**src/design/pmct_pkg.sv**
```systemverilog
// shared constants, register codes and helpers for the ps/2 mouse cursor tracker
// no dependencies; imported by the interfaces, the axis update and the top level
`default_nettype none

package pmct_pkg;

  // cursor coordinate width on the result channel
  localparam int unsigned COORD_BITS = 15;
  // default width of the internal position registers
  localparam int unsigned POSITION_BITS_DEFAULT = 15;
  // one received mouse byte
  localparam int unsigned BYTE_BITS = 8;
  // signed movement delta after sign handling and negation
  localparam int unsigned DELTA_BITS = 10;

  // apb port geometry
  localparam int unsigned APB_ADDR_BITS = 3;
  localparam int unsigned APB_DATA_BITS = 32;

  // register index codes (byte address bit 2)
  localparam logic REG_SCREEN_WIDTH  = 1'b0;
  localparam logic REG_SCREEN_HEIGHT = 1'b1;

  // register reset values
  localparam logic [COORD_BITS-1:0] SCREEN_WIDTH_RESET  = 15'd640;
  localparam logic [COORD_BITS-1:0] SCREEN_HEIGHT_RESET = 15'd480;

  // position of the next byte within a packet
  localparam logic [1:0] BYTE_HEADER = 2'd0;
  localparam logic [1:0] BYTE_XMOVE  = 2'd1;
  localparam logic [1:0] BYTE_YMOVE  = 2'd2;

  // header bit positions
  localparam int unsigned HDR_LEFT   = 0;
  localparam int unsigned HDR_RIGHT  = 1;
  localparam int unsigned HDR_MIDDLE = 2;
  localparam int unsigned HDR_XSIGN  = 4;
  localparam int unsigned HDR_YSIGN  = 5;

  // 9-bit two's-complement delta from a sign bit and a low byte, sign extended
  function automatic logic signed [DELTA_BITS-1:0] delta9(input logic sign_bit,
                                                          input logic [BYTE_BITS-1:0] low);
    logic signed [BYTE_BITS:0] d;
    d = signed'({sign_bit, low});
    return DELTA_BITS'(d);
  endfunction

endpackage

`default_nettype wire

```
**src/design/pmct_if.sv**
```systemverilog
// valid/ready channel interfaces: mouse byte input and cursor result output
// depends on pmct_pkg for field widths
`default_nettype none

interface pmct_byte_if;
  logic                            valid;
  logic                            ready;
  logic [pmct_pkg::BYTE_BITS-1:0]  rx_byte;

  modport source (output valid, output rx_byte, input ready);
  modport sink   (input valid, input rx_byte, output ready);
endinterface

interface pmct_cursor_if;
  logic                             valid;
  logic                             ready;
  logic [pmct_pkg::COORD_BITS-1:0]  cursor_x;
  logic [pmct_pkg::COORD_BITS-1:0]  cursor_y;
  logic                             button_left;
  logic                             button_middle;
  logic                             button_right;

  modport source (output valid, output cursor_x, output cursor_y, output button_left,
                  output button_middle, output button_right, input ready);
  modport sink   (input valid, input cursor_x, input cursor_y, input button_left,
                  input button_middle, input button_right, output ready);
endinterface

`default_nettype wire

```
**src/design/pmct_axis.sv**
```systemverilog
// one coordinate update: add a signed delta and clamp to 0 .. min(size-1, max position)
// depends on pmct_pkg
`default_nettype none

module pmct_axis #(
  parameter int unsigned POSITION_BITS = pmct_pkg::POSITION_BITS_DEFAULT
) (
  input  logic [POSITION_BITS-1:0]                  pos,
  input  logic signed [pmct_pkg::DELTA_BITS-1:0]    delta,
  input  logic [pmct_pkg::COORD_BITS-1:0]           size,
  output logic [POSITION_BITS-1:0]                  pos_next
);
  import pmct_pkg::*;

  // signed work width: wide enough for either the position or the size, plus headroom
  localparam int unsigned SW =
    ((POSITION_BITS > COORD_BITS) ? POSITION_BITS : COORD_BITS) + 2;

  logic [COORD_BITS-1:0] size_eff;
  logic [COORD_BITS-1:0] limit_raw;
  logic signed [SW-1:0]  limit_size;
  logic signed [SW-1:0]  limit_cap;
  logic signed [SW-1:0]  limit;
  logic signed [SW-1:0]  sum;
  logic signed [SW-1:0]  clamped;

  // upper bound: zero size acts as one, and never beyond the position range
  always_comb begin
    size_eff   = (size == '0) ? COORD_BITS'(1) : size;
    limit_raw  = size_eff - COORD_BITS'(1);
    limit_size = {{(SW-COORD_BITS){1'b0}}, limit_raw};
    limit_cap  = {{(SW-POSITION_BITS){1'b0}}, {POSITION_BITS{1'b1}}};
    limit      = (limit_size < limit_cap) ? limit_size : limit_cap;
  end

  // move and clamp
  always_comb begin
    sum = signed'({{(SW-POSITION_BITS){1'b0}}, pos}) + SW'(delta);
    if (sum < 0) begin
      clamped = '0;
    end else if (sum > limit) begin
      clamped = limit;
    end else begin
      clamped = sum;
    end
    pos_next = clamped[POSITION_BITS-1:0];
  end

endmodule

`default_nettype wire

```
**src/design/ps2_mouse_packet_cursor_tracker.sv**
```systemverilog
// Takes one ps/2 mouse byte per cycle while the result register is empty or being
// taken, and groups the bytes strictly in threes from reset (header, x move, y move).
// The first two bytes of a packet give no result; the third is decoded in the same
// cycle it is accepted and the new clamped cursor position and buttons are presented
// in the next cycle from the result register. A byte cannot be accepted while a
// result waits untaken. Screen width and height are written over the apb port (0x0
// width, 0x4 height); the user must write them only while the block is idle, and the
// block itself does not enforce it. No clearing pass after reset.
// depends on pmct_pkg, pmct_if and pmct_axis
`default_nettype none

module ps2_mouse_packet_cursor_tracker #(
  parameter int unsigned POSITION_BITS = pmct_pkg::POSITION_BITS_DEFAULT
) (
  input  logic                                   clk,
  input  logic                                   rst,
  pmct_byte_if.sink                              rx,
  pmct_cursor_if.source                          cursor,
  input  logic                                   psel,
  input  logic                                   penable,
  input  logic                                   pwrite,
  input  logic [pmct_pkg::APB_ADDR_BITS-1:0]     paddr,
  input  logic [pmct_pkg::APB_DATA_BITS-1:0]     pwdata,
  output logic [pmct_pkg::APB_DATA_BITS-1:0]     prdata,
  output logic                                   pready
);
  import pmct_pkg::*;

  logic [COORD_BITS-1:0]         screen_width;
  logic [COORD_BITS-1:0]         screen_height;
  logic [1:0]                    byte_position;
  logic [BYTE_BITS-1:0]          header_byte;
  logic [BYTE_BITS-1:0]          x_move_byte;
  logic [POSITION_BITS-1:0]      pos_x;
  logic [POSITION_BITS-1:0]      pos_y;
  logic [POSITION_BITS-1:0]      pos_x_next;
  logic [POSITION_BITS-1:0]      pos_y_next;
  logic signed [DELTA_BITS-1:0]  delta_x;
  logic signed [DELTA_BITS-1:0]  delta_y;
  logic                          cfg_write;
  logic                          rx_transfer;
  logic                          out_valid;
  logic [COORD_BITS-1:0]         out_x;
  logic [COORD_BITS-1:0]         out_y;
  logic                          out_left;
  logic                          out_middle;
  logic                          out_right;

  // configuration registers
  assign pready    = 1'b1;
  assign cfg_write = psel && penable && pwrite && pready;

  always_ff @(posedge clk) begin
    if (rst) begin
      screen_width  <= SCREEN_WIDTH_RESET;
      screen_height <= SCREEN_HEIGHT_RESET;
    end else if (cfg_write) begin
      case (paddr[2])
        REG_SCREEN_WIDTH:  screen_width  <= pwdata[COORD_BITS-1:0];
        REG_SCREEN_HEIGHT: screen_height <= pwdata[COORD_BITS-1:0];
        default: ;
      endcase
    end
  end

  // register readback
  always_comb begin
    case (paddr[2])
      REG_SCREEN_WIDTH:  prdata = APB_DATA_BITS'(screen_width);
      REG_SCREEN_HEIGHT: prdata = APB_DATA_BITS'(screen_height);
      default:           prdata = '0;
    endcase
  end

  // input transfer whenever the result register is free or draining
  assign rx.ready    = !out_valid || cursor.ready;
  assign rx_transfer = rx.valid && rx.ready;

  // deltas: x as sent, y negated since screen y runs downward
  assign delta_x = delta9(header_byte[HDR_XSIGN], x_move_byte);
  assign delta_y = -delta9(header_byte[HDR_YSIGN], rx.rx_byte);

  pmct_axis #(.POSITION_BITS(POSITION_BITS)) u_axis_x (
    .pos      (pos_x),
    .delta    (delta_x),
    .size     (screen_width),
    .pos_next (pos_x_next)
  );

  pmct_axis #(.POSITION_BITS(POSITION_BITS)) u_axis_y (
    .pos      (pos_y),
    .delta    (delta_y),
    .size     (screen_height),
    .pos_next (pos_y_next)
  );

  // packet assembly and position update
  always_ff @(posedge clk) begin
    if (rst) begin
      byte_position <= BYTE_HEADER;
      header_byte   <= '0;
      x_move_byte   <= '0;
      pos_x         <= '0;
      pos_y         <= '0;
    end else if (rx_transfer) begin
      case (byte_position)
        BYTE_HEADER: begin
          header_byte   <= rx.rx_byte;
          byte_position <= BYTE_XMOVE;
        end
        BYTE_XMOVE: begin
          x_move_byte   <= rx.rx_byte;
          byte_position <= BYTE_YMOVE;
        end
        BYTE_YMOVE: begin
          pos_x         <= pos_x_next;
          pos_y         <= pos_y_next;
          byte_position <= BYTE_HEADER;
        end
        default: begin
          byte_position <= BYTE_HEADER;
        end
      endcase
    end
  end

  // result register valid
  always_ff @(posedge clk) begin
    if (rst) begin
      out_valid <= 1'b0;
    end else if (rx_transfer && byte_position == BYTE_YMOVE) begin
      out_valid <= 1'b1;
    end else if (cursor.ready) begin
      out_valid <= 1'b0;
    end
  end

  // result payload
  always_ff @(posedge clk) begin
    if (rx_transfer && byte_position == BYTE_YMOVE) begin
      out_x      <= COORD_BITS'(pos_x_next);
      out_y      <= COORD_BITS'(pos_y_next);
      out_left   <= header_byte[HDR_LEFT];
      out_middle <= header_byte[HDR_MIDDLE];
      out_right  <= header_byte[HDR_RIGHT];
    end
  end

  assign cursor.valid         = out_valid;
  assign cursor.cursor_x      = out_x;
  assign cursor.cursor_y      = out_y;
  assign cursor.button_left   = out_left;
  assign cursor.button_middle = out_middle;
  assign cursor.button_right  = out_right;

endmodule

`default_nettype wire

```
**src/flat_wrapper.sv**
```systemverilog
// flat-port wrapper written by rule: the top's interface ports become plain ports
module ps2_mouse_packet_cursor_tracker_flat import pmct_pkg::*;
#(
  parameter int unsigned POSITION_BITS = pmct_pkg::POSITION_BITS_DEFAULT
)
  (clk, rst, psel, penable, pwrite, paddr, pwdata, prdata, pready, rx_valid, rx_rx_byte, rx_ready, cursor_valid, cursor_cursor_x, cursor_cursor_y, cursor_button_left, cursor_button_middle, cursor_button_right, cursor_ready);
  pmct_byte_if rx_i ();
  pmct_cursor_if cursor_i ();
  input  logic clk;
  input  logic rst;
  input  logic psel;
  input  logic penable;
  input  logic pwrite;
  input  logic [pmct_pkg::APB_ADDR_BITS-1:0] paddr;
  input  logic [pmct_pkg::APB_DATA_BITS-1:0] pwdata;
  output logic [pmct_pkg::APB_DATA_BITS-1:0] prdata;
  output logic pready;
  input wire logic [$bits(rx_i.valid)-1:0] rx_valid;
  input wire logic [$bits(rx_i.rx_byte)-1:0] rx_rx_byte;
  output wire logic [$bits(rx_i.ready)-1:0] rx_ready;
  output wire logic [$bits(cursor_i.valid)-1:0] cursor_valid;
  output wire logic [$bits(cursor_i.cursor_x)-1:0] cursor_cursor_x;
  output wire logic [$bits(cursor_i.cursor_y)-1:0] cursor_cursor_y;
  output wire logic [$bits(cursor_i.button_left)-1:0] cursor_button_left;
  output wire logic [$bits(cursor_i.button_middle)-1:0] cursor_button_middle;
  output wire logic [$bits(cursor_i.button_right)-1:0] cursor_button_right;
  input wire logic [$bits(cursor_i.ready)-1:0] cursor_ready;
  assign rx_i.valid = rx_valid;
  assign rx_i.rx_byte = rx_rx_byte;
  assign rx_ready = rx_i.ready;
  assign cursor_valid = cursor_i.valid;
  assign cursor_cursor_x = cursor_i.cursor_x;
  assign cursor_cursor_y = cursor_i.cursor_y;
  assign cursor_button_left = cursor_i.button_left;
  assign cursor_button_middle = cursor_i.button_middle;
  assign cursor_button_right = cursor_i.button_right;
  assign cursor_i.ready = cursor_ready;
  ps2_mouse_packet_cursor_tracker #(.POSITION_BITS(POSITION_BITS)) u_core (.clk(clk), .rst(rst), .rx(rx_i), .cursor(cursor_i), .psel(psel), .penable(penable), .pwrite(pwrite), .paddr(paddr), .pwdata(pwdata), .prdata(prdata), .pready(pready));
endmodule
```
**config.mk**
```make
export PLATFORM = sky130hd
export DESIGN_NAME = ps2_mouse_packet_cursor_tracker_flat
export DESIGN_NICKNAME = d
export VERILOG_FILES = /design/src/design/pmct_pkg.sv /design/src/design/pmct_if.sv /design/src/design/pmct_axis.sv /design/src/design/ps2_mouse_packet_cursor_tracker.sv /design/src/flat_wrapper.sv
export SDC_FILE = /design/constraint.sdc
export NUM_CORES = 1
export LEC_CHECK = 0
export BUFFER_PORTS_ARGS = -buffer_cell sky130_fd_sc_hd__buf_2
export CAP_MARGIN = 20
export CELL_PAD_IN_SITES_DETAIL_PLACEMENT = 0
export CELL_PAD_IN_SITES_GLOBAL_PLACEMENT = 1
export CORE_MARGIN = 4
export CORE_UTILIZATION = 43
export CTS_CLUSTER_SIZE = 20
export DETAILED_ROUTE_END_ITERATION = 8
export HOLD_SLACK_MARGIN = 0.02
export PLACE_DENSITY_LB_ADDON = 0.1
export SYNTH_ARGS = -nofsm -noshare
export SYNTH_HDL_FRONTEND = slang
export SYNTH_SLANG_ARGS = --single-unit
```
**constraint.sdc**
```tcl
create_clock -name clk -period 4.85 [get_ports clk]
set_clock_uncertainty 0.1 [all_clocks]
set_input_delay 0.485 -clock clk [delete_from_list [all_inputs] [get_ports clk]]
set_output_delay 0.485 -clock clk [all_outputs]
set_load 0.01 [all_outputs]
```
==> run summary <==
• **most common cell after layout, fill and taps aside** nand2_1
• **leakage dissipation** 3.686 nW
• **number of DRC markers in iteration 0** 485
• **Netlist cell types** 73
• **family with the most delay on the worst path** compound AO/OA/AOI/OAI gates
• **PortBufs** 80
• **timing startpoint of the critical path** u_core.x_move_byte[0]
• **slew at the pin closest to its max-slew limit** 1020 ps
• **Worst Hold Path Cells** 3
• **initial cell density of the core** 0.4413
• **master of the slowest instance on the critical path** fa_1
• **dominant register cell in the synthesized netlist** dfxtp_1
• **largest stage delay on the critical path** 450 ps
• **Die W** 138.9 um
• **post-CTS repair timing setup buffer count** 0
• **final net count** 1062
• **number of cell rows** 47
• **Worst Path Buf+Inv** 2
• **final critical path time including I/O delays and setup** 4629 ps
• **Fin. Hold Viols** 0
• **average via count per standard cell** 5.641
• **maximum frequency from static timing analysis** 216.0 MHz
• **via count of the first global-routing pass** 6289
• **Final Total Pwr** 2.372 mW
• **top area cells in the synthesized netlist** dfxtp_1 21%, edfxtp_1 13%, ha_1 11%, nand2_1 5.3%, a21oi_1 5.3%
• **cell type with the highest aggregate area in the netlist** dfxtp_1
• **number of stages on the worst setup path** 17
• **capturing element type of the critical path** flop
• **kind of critical path** flop to flop
• **register bit count reported by yosys** 109
• **number of hold buffers added after cts** 0
• **worst min-delay path category** primary input to flop
• **CTS Root Buffer Type** clkbuf_16
• **placed wire-length estimate after detailed placement** 16220 um
• **total vias in the final route** 6606
• **register area share after synthesis** 0.3409
• **final wirelength** 21170 um
• **share of the synthesized area in the top cell type** 0.2064
• **overflow left after global routing** 0
• **total routing resource utilization after global routing** 0.2143
• **die height** 138.9 um
• **unrepaired setup endpoints after global routing** no
• **number of max-capacitance violations reported** 0
• **proportion of synthesized flip-flops having asynchronous set or reset** 0
• **antenna violations before repair** 0
• **number of warnings reported in the yosys synthesis log** 0
• **boundary pin count** 118
• **launch point of the worst hold path** pwdata[9]
• **wire length per cell** 18.08 um
• **Cell Chain, Critical Path** ha_1 > fa_1 > a211oi_2 > o21ai_0 > a21oi_1 > buf_4 > or4b_2 > nand4_1 > ha_1 > a21o_1 > a21o_1 > a2111oi_2 > o221a_2 > o32ai_2 > buf_4 > nor3_1 > nor3_1
• **clock-pin slew reported for the worst setup and hold paths after clock tree synthesis** 70 ps
• **slew margin rel.** 0.3200
• **Worst R2R Start** u_core.x_move_byte[0]
• **area growth from synthesis to layout** 15.58%
• **CTS H-tree lvls** 3
• **Antenna Nets Post-Route** 0
• **weighted congestion at the end of routability-driven global placement** 0.9248
• **worst hold slack across all endpoints** 266.4 ps
• **run status** completed
• **clock sink count** 109
• **power density over the cells** 278.4 nW/um^2
• **clock tree from TritonCTS** yes
• **cell count of the worst reg-to-reg path** 17
• **number of cells produced by synthesis** 851
• **Worst Path Max Fanout** 7
• **Synth Area per Inst** 8.661 sq um
• **Clock Latency Late Sink** 360 ps
• **Placeable Area** 16700 sq um
• **highest-count cells in the layout ignoring fill and taps** 105 x nand2_1, 80 x buf_2, 78 x a21oi_1
• **number of search-and-repair iterations in the first detailed-routing pass** 5
• **fraction of final layout cells sized beyond drive strength 1** 0.1882
• **post-route fraction of the period consumed by the critical path** 0.9544
• **final slew viol count** 0
• **Util after Layout** 0.5101
• **endpoints failing setup** 0
• **number of buffers inserted during clock tree synthesis** 9
• **maximum number of pins on one net before global-route repair** 50
• **VDD IR-drop max** 0.1556 mV
• **Filler Cell Count** 1620
• **data arrival at the endpoint of the critical path** 4580 ps
• **DRC violations left** 0
• **Final TNS setup** 0 ps
• **global-route wire length before repair** 33580 um
• **area enclosed by the die boundary** 19300 sq um
• **nature of the critical path startpoint** flop
• **netlist area before placement** 7371 sq um
• **Max Root-Sink Buffers** 2
• **Diodes inserted** 0
• **number of flops mapped to enable cells by yosys** 33
• **Worst Path Required** 4800 ps
[stage by stage]
stage          setup slack (ps)  std cells  area [sq um]
6_report                  221.3       1171          8519
3_5_place_dp              3.059       1153          8112
2_1_floorplan             526.9        867          7431
5_1_grt                   2.130       1171          8519
4_1_cts                   58.63       1169          8452
3_3_place_gp              58.25       1153          8112
[power by group]
part	switching [mW]	leakage [nW]	internal [mW]
clock	0.344	0.166	0.480
combinational	0.332	2.59	0.224
sequential	0.0182	0.934	0.974
total	0.694	3.69	1.68
[path summary, 6_finish.rpt]
| check | end | slack (ps) |
|---|---|---|
| max | u_core.cursor.cursor_x[6] | 220 |
| min | u_core.screen_width[9] | 270 |
| max reg2reg | u_core.cursor.cursor_x[6] | 220 |
| min reg2reg | u_core.cursor.button_right | 330 |
[sequential cells by signal, indices dropped and copies added, names as in the netlist]
name / cells
u_core.cursor.cursor_x: 15
u_core.cursor.cursor_y: 15
u_core.pos_x: 15
u_core.pos_y: 15
u_core.screen_height: 15
u_core.screen_width: 15
u_core.x_move_byte: 8
u_core.header_byte: 5
u_core.byte_position: 2
u_core.cursor.button_left: 1
u_core.cursor.button_middle: 1
u_core.cursor.button_right: 1
u_core.cursor.valid: 1
[synth_stat cells, types with 3 or more instances]
| master | count |
|---|---|
| nand2_1 | 105 |
| a21oi_1 | 78 |
| dfxtp_1 | 76 |
| ha_1 | 64 |
| nor2_1 | 56 |
| inv_1 | 45 |
| nor3_1 | 42 |
| edfxtp_1 | 33 |
| xnor2_1 | 30 |
| clkbuf_1 | 23 |
| buf_4 | 19 |
| o21ai_0 | 18 |
| mux2_2 | 17 |
| xor2_1 | 16 |
| a22o_1 | 15 |
| o31ai_1 | 15 |
| a21o_1 | 14 |
| and2_1 | 13 |
| mux2i_1 | 12 |
| a21boi_0 | 11 |
| nand3_1 | 10 |
| nor4_1 | 10 |
| or3_1 | 9 |
| nand4_1 | 8 |
| buf_2 | 7 |
| nand3b_1 | 7 |
| o21a_1 | 7 |
| nand2b_1 | 6 |
| o211ai_1 | 6 |
| a211oi_1 | 5 |
| and2_2 | 5 |
| nor2b_1 | 5 |
| or2_2 | 4 |
| a2111oi_0 | 3 |
| a311o_1 | 3 |
| a31oi_1 | 3 |
| o21ai_1 | 3 |
| or4_1 | 3 |
[per-layer routing]
layer  global-route usage  wire length [um]
met5                    0                 0
met4              0.05613               329
met3              0.03276              1367
met2               0.3206              8920
met1               0.3224             10560
[layout make-up]
class	instances	area, sq um	share of cell area
clock inverters	3	47.55	0.005581
multi-input cells	662	4522	0.5308
flip-flops and latches	109	2512	0.2949
inverters	45	168.9	0.01983
well taps	220	275.3	0.03231
repair buffers	119	700.7	0.08224
clock buffers	13	292.8	0.03437
[cells by family (layout without fill, tap and decap cells)]
group | count (synthesis) | after routing | share of synthesized area
DFF | 109 | 109 | 0.3409
other | 2 | 18 | 0.001019
buffers and inverters | 96 | 180 | 0.06196
xor gates and xnor gates | 46 | 46 | 0.05466
muxes | 29 | 29 | 0.04227
AOI/OAI and AO/OA | 207 | 207 | 0.1896
and+or+nand+nor | 296 | 296 | 0.1956
adders and majority gates | 66 | 66 | 0.1141
[what timing repair did]
item                       in CTS  in global routing
resized for setup               0                 11
setup endpoints to repair       0                 55
hold endpoints to repair        0                  0
[worst register-to-register path: stages, from the launching register on]
cell,delay (ps)
dfxtp_1,320
ha_1,240
fa_1,450
a211oi_2,290
o21ai_0,140
a21oi_1,210
buf_4,200
or4b_2,130
nand4_1,150
ha_1,360
a21o_1,200
a21o_1,190
a2111oi_2,370
o221a_2,270
o32ai_2,140
buf_4,190
nor3_1,260
nor3_1,120
Note: power is estimated with default switching activity, not from simulation.
